$ cat src/bba_ram.sv
`timescale 1ns / 1ps
// ----------------------------------------------------------------------------
// bba_ram
// simple dual port ram, one write port, one read port with registered data
// ----------------------------------------------------------------------------
module bba_ram #(
	parameter int WIDTH = 8,
	parameter int DEPTH = 64
) (
	input  logic                     clk,
	input  logic                     we,
	input  logic [$clog2(DEPTH)-1:0] waddr,
	input  logic [WIDTH-1:0]         wdata,
	input  logic [$clog2(DEPTH)-1:0] raddr,
	output logic [WIDTH-1:0]         rdata
);

	logic [WIDTH-1:0] mem [DEPTH];

	always_ff @(posedge clk) begin
		if (we) begin
			mem[waddr] <= wdata;
		end
		rdata <= mem[raddr];
	end

endmodule

$ cat config.mk
export PLATFORM = sky130hd
export DESIGN_NAME = bba_ram
export DESIGN_NICKNAME = d
export VERILOG_FILES = /design/src/bba_ram.sv
export SDC_FILE = /design/constraint.sdc
export NUM_CORES = 1
export LEC_CHECK = 0
export CAP_MARGIN = 30
export CORE_MARGIN = 2
export CORE_UTILIZATION = 41
export DETAILED_ROUTE_END_ITERATION = 10
export DONT_BUFFER_PORTS = 1
export PLACE_DENSITY_LB_ADDON = 0.05
export SYNTH_ARGS = -nofsm -noshare
export SYNTH_HDL_FRONTEND = slang
export SYNTH_SLANG_ARGS = --single-unit
$ cat constraint.sdc
create_clock -name clk -period 4.6 [get_ports clk]
set_clock_uncertainty 0.15 [all_clocks]
set_input_delay 0.92 -clock clk [delete_from_list [all_inputs] [get_ports clk]]
set_output_delay 0.92 -clock clk [all_outputs]
set_load 0.05 [all_outputs]
==> flow_summary.json, run 1 <==
{
  "combPwrFrac": 0.028,
  "placed_area_sq_mm": 0.0207,
  "critical_path_arrival_ps": 2890,
  "layout-drive-gt1-share": 0.220,
  "fin_setup_tns_ps": 0,
  "io_pins": 30,
  "swShare": 0.194,
  "synthesis.area_sq_mm": 0.0202,
  "min_path_type": "input pin to flop",
  "clk_pin_slew_ps": 60,
  "ir_drop_mv": 0.307,
  "worst_pin_slew_ps": 909,
  "rsz0062_at_grt": "no",
  "yosysWarnings": 0,
  "grt_start_max_net_pins": 138,
  "internal_power_uw": 8060,
  "grt_pass1_vias": 9566,
  "synth-seq-area-share": 0.770,
  "async_reset_ff_frac": 0,
  "dr.pass1.iters": 5,
  "setup_viol": 0,
  "p_leak_uw": 0.00684,
  "final_nets": 970,
  "hpwlAfterDp_mm": 27.6,
  "dieArea_sq_mm": 0.0510,
  "cts_buffers": 53,
  "power.net_switching_uw": 1940,
  "clock_latency_ps": 610,
  "synth_seq_cells": 520,
  "hold_viol": 0,
  "power_uw": 9990,
  "cp.required_ps": 4890,
  "ant_nets": 0,
  "via_per_inst": 5.61,
  "sequentialPowerShare": 0.529,
  "fin_crit_sh": 0.567,
  "netlist_instances": 940,
  "place.gp.congestion": 0.763,
  "worstSetupPathType": "input pin to flop",
  "multi_input_area_sq_mm": 0.00432,
  "layout_min_cycle_time_ps": 2610,
  "die-height_microns": 226,
  "cts_buffer_depth": 3,
  "slew_violations": 0,
  "fmax_mhz": 384,
  "clkPwrFrac": 0.442,
  "fin_area_sq_mm": 0.0225,
  "drc": 0,
  "status": "finished clean",
  "slew_headroom": 0.392,
  "drt_wl_total_mm": 47.3,
  "synth_edf_count": 512,
  "maxCapViolCount": 0,
  "insertedDiodeCount": 0,
  "avgSynthCellArea_sq_um": 21.5,
  "cts_root_buf": "clkbuf_16",
  "die_width_microns": 226,
  "fin_ws_ps": 1990,
  "syn_nets": 962,
  "area_growth_pct": 11.6,
  "placementRows": 81,
  "synth_flop_cell": "edfxtp_1",
  "ctsHoldBuffers": 0,
  "vias": 9281,
  "seq_area_sq_mm": 0.0155,
  "hold_depth": 0,
  "reg2reg_depth": 5,
  "cts_resized": 0,
  "h-tree-depth": 2,
  "crit_fanout": 137,
  "cp-start-kind": "input pin",
  "core-area_sq_mm": 0.0487,
  "powerDensity_mw_per_mm2": 444,
  "tritoncts": "built",
  "nFillCells": 4024,
  "synth_cell_types": 40,
  "antenna_found_initial": 0,
  "crit_path_end_kind": "flop",
  "cts_setup_buffers": 0,
  "overflow": 0,
  "pre_cts_slack_ps": 1390,
  "io_buffers": 0,
  "cts_sinks": 520,
  "grt_pass1_wl_mm": 68.9,
  "first_iter_violations": 891,
  "wire_per_inst_microns": 28.6,
  "grtUsageTotal": 0.192,
  "initial_core_util": 0.414
}
-- path summary, 6_finish.rpt --
kind	startpoint	end	slack [ps]
hold reg to reg	mem[23][0]	rdata[0]	790
setup / recovery	raddr[0]	rdata[6]	1990
hold / removal	wdata[4]	mem[51][4]	270
setup reg to reg	mem[25][4]	rdata[4]	2040
-- worst max-delay path, cell delays in order --
cell and delay, ps:
mux4_2 570, mux2_2 300, o221a_2 290, nor3_1 480
o32ai_1 250
-- cells in the mapped netlist, types with 2 or more instances --
library cell / instances / share of area
o22ai_1: 8 / 0.0025
clkbuf_1: 17 / 0.0032
o2bb2ai_1: 3 / 0.0013
buf_6: 4 / 0.0022
buf_4: 13 / 0.0048
a22oi_1: 3 / 0.0011
o21ai_0: 2 / 0.00050
buf_12: 2 / 0.0020
edfxtp_1: 512 / 0.76
nand2_1: 19 / 0.0035
o21ai_1: 2 / 0.00050
o221a_2: 2 / 0.0011
o41ai_1: 2 / 0.00087
o221ai_1: 8 / 0.0035
dfxtp_1: 8 / 0.0079
nand4_1: 2 / 0.00062
mux4_2: 126 / 0.14
nor2_1: 83 / 0.015
a221oi_1: 6 / 0.0026
nand3b_1: 3 / 0.0011
mux2_2: 13 / 0.0073
o21a_1: 2 / 0.00074
a2111oi_0: 2 / 0.00087
buf_2: 11 / 0.0027
o2111ai_1: 3 / 0.0013
mux2i_1: 23 / 0.011
o32ai_1: 2 / 0.00087
a21oi_1: 3 / 0.00074
a211oi_1: 4 / 0.0015
nor2b_1: 14 / 0.0043
buf_1: 4 / 0.00074
nor3_1: 7 / 0.0017
nand3_1: 13 / 0.0032
nand2b_1: 7 / 0.0022
nor4_1: 2 / 0.00062
-- stage by stage --
stage / std cells / util / hold slack, ps
floorplan: 940 / - / 568
global placement: 1553 / 0.424 / 798
detailed placement: 1557 / 0.425 / 796
global route: 1655 / 0.462 / 235
CTS: 1655 / 0.462 / 222
finish: 1655 / 0.462 / 266
-- routing by layer --
layer	wire length [microns]	vias up	GRT usage
met3	2590	74	0.0370
met1	20000	5013	0.256
met2	23500	241	0.318
met4	1170	0	0.0624
met5	0	-	0
li1	-	3953	-
-- cells in the final DEF (no fill, tap or decap), drive strengths merged, types with 3 or more instances in the layout --
master   count
a21oi        3
nor2b       14
o221ai       8
o2111ai      3
nand2b       7
clkbuf      73
buf          3
nand3b       3
nand2       19
nand3       13
nor2        83
o21ai        4
mux2i       23
a211oi       4
o2bb2ai      3
bufinv       8
nor3         7
mux2        13
dfxtp        8
a221oi       6
clkinv      14
edfxtp     512
o22ai        8
mux4       126
a22oi        3
-- cell type report --
type / count / area share
clock buffer: 73 / 0.0645
clock inverter: 25 / 0.0153
multi-input combinational: 369 / 0.192
sequential: 520 / 0.690
tap: 664 / 0.0369
timing repair buffer: 4 / 0.00117
-- power by group through the flow --
stage / logic [uW] / clock network [uW] / registers, uW
after floorplan: 279 / 0 / 5390
after detailed placement: 286 / 0 / 5390
final: 282 / 4420 / 5290
after global routing: 297 / 4700 / 5290
after global placement: 285 / 0 / 5390
after CTS: 288 / 4510 / 5290
-- cell families (layout without fill, tap and decap cells) --
kind of cell / after synthesis / count (layout) / share of synthesized area
multiplexers: 162 / 162 / 0.159
buffers and inverters: 51 / 102 / 0.0157
AO/OA/AOI/OAI: 54 / 54 / 0.0207
AND/OR/NAND/NOR: 153 / 153 / 0.0339
flip-flops: 520 / 520 / 0.770
-- flip-flops by register name, indices dropped and copies added, names as in the netlist --
register / count
mem: 512
rdata: 8
(Power assumes the default switching activity.)
==> inputs of run 2 (changes only) <==
==> constraint.sdc (replaced) <==
create_clock -name clk -period 2.6 [get_ports clk]
set_clock_uncertainty 0.15 [all_clocks]
set_input_delay 0.52 -clock clk [delete_from_list [all_inputs] [get_ports clk]]
set_output_delay 0.52 -clock clk [all_outputs]
set_load 0.05 [all_outputs]
==> flow_summary.json, run 2 (synthesized netlist as in run 1, its figures left out) <==
{
  "status": "finished clean",
  "cp-start-kind": "flop",
  "powerDensity_mw_per_mm2": 753,
  "hold_depth": 2,
  "die-height_microns": 226,
  "grt_pass1_wl_mm": 69.8,
  "tritoncts": "built",
  "dieArea_sq_mm": 0.0510,
  "placementRows": 81,
  "fin_ws_ps": 201,
  "maxCapViolCount": 0,
  "dr.pass1.iters": 5,
  "io_buffers": 0,
  "antenna_found_initial": 0,
  "crit_path_end_kind": "flop",
  "drt_wl_total_mm": 47.7,
  "p_leak_uw": 0.00728,
  "grt_start_max_net_pins": 138,
  "initial_core_util": 0.414,
  "insertedDiodeCount": 0,
  "cts_buffer_depth": 3,
  "place.gp.congestion": 0.755,
  "first_iter_violations": 871,
  "critical_path_arrival_ps": 2700,
  "swShare": 0.206,
  "cts_buffers": 55,
  "drc": 0,
  "layout_commonest_cell": "edfxtp_1",
  "final_nets": 1051,
  "die_width_microns": 226,
  "hpwlAfterDp_mm": 27.7,
  "ant_nets": 0,
  "h-tree-depth": 2,
  "ir_drop_mv": 0.450,
  "cts_sinks": 520,
  "final_cell_mix": "edfxtp_1, mux4_2, nor2_1",
  "vias": 9462,
  "via_per_inst": 5.44,
  "setup_viol": 0,
  "grt_pass1_vias": 10053,
  "internal_power_uw": 13900,
  "layout-drive-gt1-share": 0.282,
  "core-area_sq_mm": 0.0487,
  "overflow": 0,
  "clkPwrFrac": 0.425,
  "slew_violations": 0,
  "power.net_switching_uw": 3610,
  "placed_area_sq_mm": 0.0212,
  "fin_util": 0.476,
  "sequentialPowerShare": 0.536,
  "top_regs": "mem: 512 flops, rdata: 8 flops",
  "slew_headroom": 0.535,
  "io_pins": 30,
  "cts_root_buf": "clkbuf_16",
  "fin_crit_sh": 0.923,
  "combPwrFrac": 0.038,
  "regMostFlops": "mem",
  "area_growth_pct": 15.0,
  "hold_viol": 0,
  "worstSetupPathType": "flop to flop",
  "crit_fanout": 1,
  "fin_area_sq_mm": 0.0232,
  "clk_pin_slew_ps": 60,
  "layout_min_cycle_time_ps": 2400,
  "rsz0062_at_grt": "no",
  "fmax_mhz": 417,
  "grtUsageTotal": 0.195,
  "wire_per_inst_microns": 27.4,
  "clock_latency_ps": 610,
  "reg2reg_depth": 5,
  "cts_setup_buffers": 0,
  "cp.required_ps": 2900,
  "largest_reg_flops": 512,
  "min_path_type": "input pin to flop",
  "pre_cts_slack_ps": -58.1,
  "worst_pin_slew_ps": 695
}
## run 2: layer usage
metal	part of all wire	global-route usage
met3	0.057	0.0405
met4	0.020	0.0517
met5	0	0
met2	0.50	0.330
met1	0.42	0.259
## run 2: power groups by stage
stage               Combinational (uW)  Sequential, uW  Clock [uW]
floorplan                          494            9530           0
global placement                   502            9540           0
detailed placement                 500            9540           0
CTS                                687            9370        7620
global route                       721            9360        7950
finish                             671            9360        7430
## run 2: through the flow
step / setup TNS (ps) / hold WS [ps] / instances / total power (uW)
final: 0 / 61.8 / 1739 / 17500
after global routing: 0 / 48.8 / 1739 / 18000
after CTS: 0 / 36.5 / 1739 / 17700
after detailed placement: -79.2 / 477 / 1625 / 10000
after global placement: -7.85 / 476 / 1625 / 10000
after floorplan: 0 / 469 / 940 / 10000
## run 2: layout make-up
cell class | instances | area (sq um)
tap | 664 | 831
fill | 3970 | 25500
multi-input combinational | 369 | 4320
timing repair buffer | 83 | 791
clock buffer | 59 | 1390
sequential | 520 | 15500
clock inverter | 44 | 330
## run 2: what timing repair did
| action | CTS | global route |
|---|---|---|
| hold buffers | 11 | 0 |
| endpoints found under the setup margin | 0 | 1 |
| endpoints found under the hold margin | 519 | 0 |
| resized for setup | 0 | 1 |
## run 2: path summary, 6_finish.rpt
path	startpoint	to	slack, ps
min	waddr[1]	mem[51][3]	60
min reg2reg	mem[26][4]	rdata[4]	710
max reg2reg	mem[29][6]	rdata[6]	200
max	mem[29][6]	rdata[6]	200
## run 2: critical path, cell delays in order, from the launching register on
cell and delay (ps):
edfxtp_1 350, mux4_2 480, mux2_2 290, o221a_2 290
nor3_1 500, o32ai_1 190
==> inputs of run 3 (changes only) <==
==> constraint.sdc (replaced) <==
create_clock -name clk -period 2.4 [get_ports clk]
set_clock_uncertainty 0.15 [all_clocks]
set_input_delay 0.48 -clock clk [delete_from_list [all_inputs] [get_ports clk]]
set_output_delay 0.48 -clock clk [all_outputs]
set_load 0.05 [all_outputs]
==> flow_summary.json, run 3 (synthesized netlist as in run 1, its figures left out) <==
{
  "status": "finished clean",
  "cts_sinks": 520,
  "worstHoldStart": "waddr[2]",
  "cts_root_buf": "clkbuf_16",
  "largest_reg_flops": 512,
  "tritoncts": "built",
  "final_nets": 1065,
  "p_leak_uw": 0.00737,
  "ant_nets": 0,
  "grt_start_max_net_pins": 138,
  "place.gp.congestion": 0.750,
  "io_buffers": 0,
  "hold_end": "mem[51][3]",
  "die_width_microns": 226,
  "regToRegSetupSlack_ps": 180,
  "drt_wl_total_mm": 48.5,
  "initial_core_util": 0.414,
  "critical_path_arrival_ps": 2500,
  "slew_violations": 0,
  "reg2reg_depth": 4,
  "drc": 0,
  "clk_pin_slew_ps": 60,
  "grt_pass1_wl_mm": 71.2,
  "cp-start-kind": "flop",
  "insertedDiodeCount": 0,
  "fin_hold_ws_ps": 60.2,
  "rsz0062_at_grt": "no",
  "cp.required_ps": 2680,
  "layout-drive-gt1-share": 0.284,
  "hpwlAfterDp_mm": 27.8,
  "dr.pass1.iters": 5,
  "clock_latency_ps": 600,
  "io_pins": 30,
  "first_iter_violations": 907,
  "dieArea_sq_mm": 0.0510,
  "ir_drop_mv": 0.460,
  "setup_viol": 0,
  "fin_crit_sh": 0.927,
  "crit_path_end_kind": "flop",
  "min_path_type": "input pin to flop",
  "cts_buffer_depth": 3,
  "wl_met2_mm": 23.7,
  "maxCapViolCount": 0,
  "fin_cells": 1748,
  "placementRows": 81,
  "fin_util": 0.478,
  "via_per_inst": 5.55,
  "fmax_mhz": 450,
  "crit_fanout": 1,
  "fin_area_sq_mm": 0.0233,
  "h-tree-depth": 2,
  "wl_met3_mm": 2.93,
  "regMostFlops": "mem",
  "cts_buffers": 55,
  "placedCellCount": 1638,
  "antenna_found_initial": 0,
  "wl_met1_mm": 20.5,
  "r2r_start": "mem[55][3]",
  "cts_resized": 0,
  "final_cell_mix": "edfxtp_1, mux4_2, buf_4",
  "worst_pin_slew_ps": 690,
  "grtUsageTotal": 0.198,
  "die-height_microns": 226,
  "layout_commonest_cell": "edfxtp_1",
  "cts_setup_buffers": 0,
  "grt_pass1_vias": 10131,
  "overflow": 0,
  "hold_viol": 0,
  "reg2reg_to": "rdata[3]",
  "vias": 9708,
  "worstSetupPathType": "flop to flop",
  "top_regs": "mem: 512 flops, rdata: 8 flops",
  "hold_depth": 2,
  "core-area_sq_mm": 0.0487,
  "powerDensity_mw_per_mm2": 823,
  "wire_per_inst_microns": 27.7,
  "layout_min_cycle_time_ps": 2220,
  "placed_area_sq_mm": 0.0213,
  "slew_headroom": 0.534,
  "highest_layer": "met4",
  "area_growth_pct": 15.7
}
run 3: cell count changes in the layout (fill, tap and decap cells not counted), moves of 2 or more:
cell and change:
clkinvlp_4 -5, buf_4 +13, clkinv_1 -5, clkbuf_1 +7, clkinv_2 -2, inv_6 -2
bufinv_16 +3
run 3: per-stage QoR:
stage | setup slack [ps] | power, uW | TNS [ps]
3_5_place_dp | -28.1 | 10900 | -28.1
2_1_floorplan | 102 | 10900 | 0
5_1_grt | 141 | 19800 | 0
4_1_cts | 190 | 19400 | 0
3_3_place_gp | -3.76 | 10900 | -3.76
6_report | 175 | 19200 | 0
run 3: final cells by class:
cell class | count | area [sq um]
Timing Repair Buffer | 97 | 898
Clock inverter | 32 | 328
Fill cell | 4011 | 25400
Tap cell | 664 | 831
Multi-Input combinational cell | 369 | 4320
Clock buffer | 66 | 1420
Sequential cell | 520 | 15500
run 3: metal layers:
metal,vias to the layer above,global-route usage
li1,4139,-
met1,5228,0.264
met2,268,0.321
met3,73,0.0433
met4,0,0.0690
met5,-,0
run 3: what timing repair did:
action                                  CTS  global route
endpoints found under the setup margin    0             0
hold buffers                             12             0
endpoints found under the hold margin   522             0
run 3: how the worst max path moves through the flow:
| stage | startpoint | end | slack [ps] | cells past startpoint |
|---|---|---|---|---|
| final | mem[55][3] | rdata[3] | 180 | 4 |
| after CTS | mem[55][3] | rdata[3] | 190 | 4 |
| after floorplan | raddr[1] | rdata[3] | 100 | 7 |
| after detailed placement | raddr[0] | rdata[3] | -30 | 4 |
| after global routing | mem[3][3] | rdata[3] | 140 | 5 |
| after global placement | raddr[0] | rdata[3] | -4 | 4 |
run 3: worst max-delay path, stage by stage, from the launching register on:
cell and delay [ps]:
edfxtp_1 370, mux4_2 490, mux4_2 540, o21ai_1 290, o41ai_1 220
run 3: report_power, final:
part	leakage (uW)	internal, uW	switching, uW	total (uW)
logic	0.00184	360	384	745
clock network	0.000850	4920	3370	8290
registers	0.00467	10100	98.5	10100
total	0.00737	15300	3850	19200
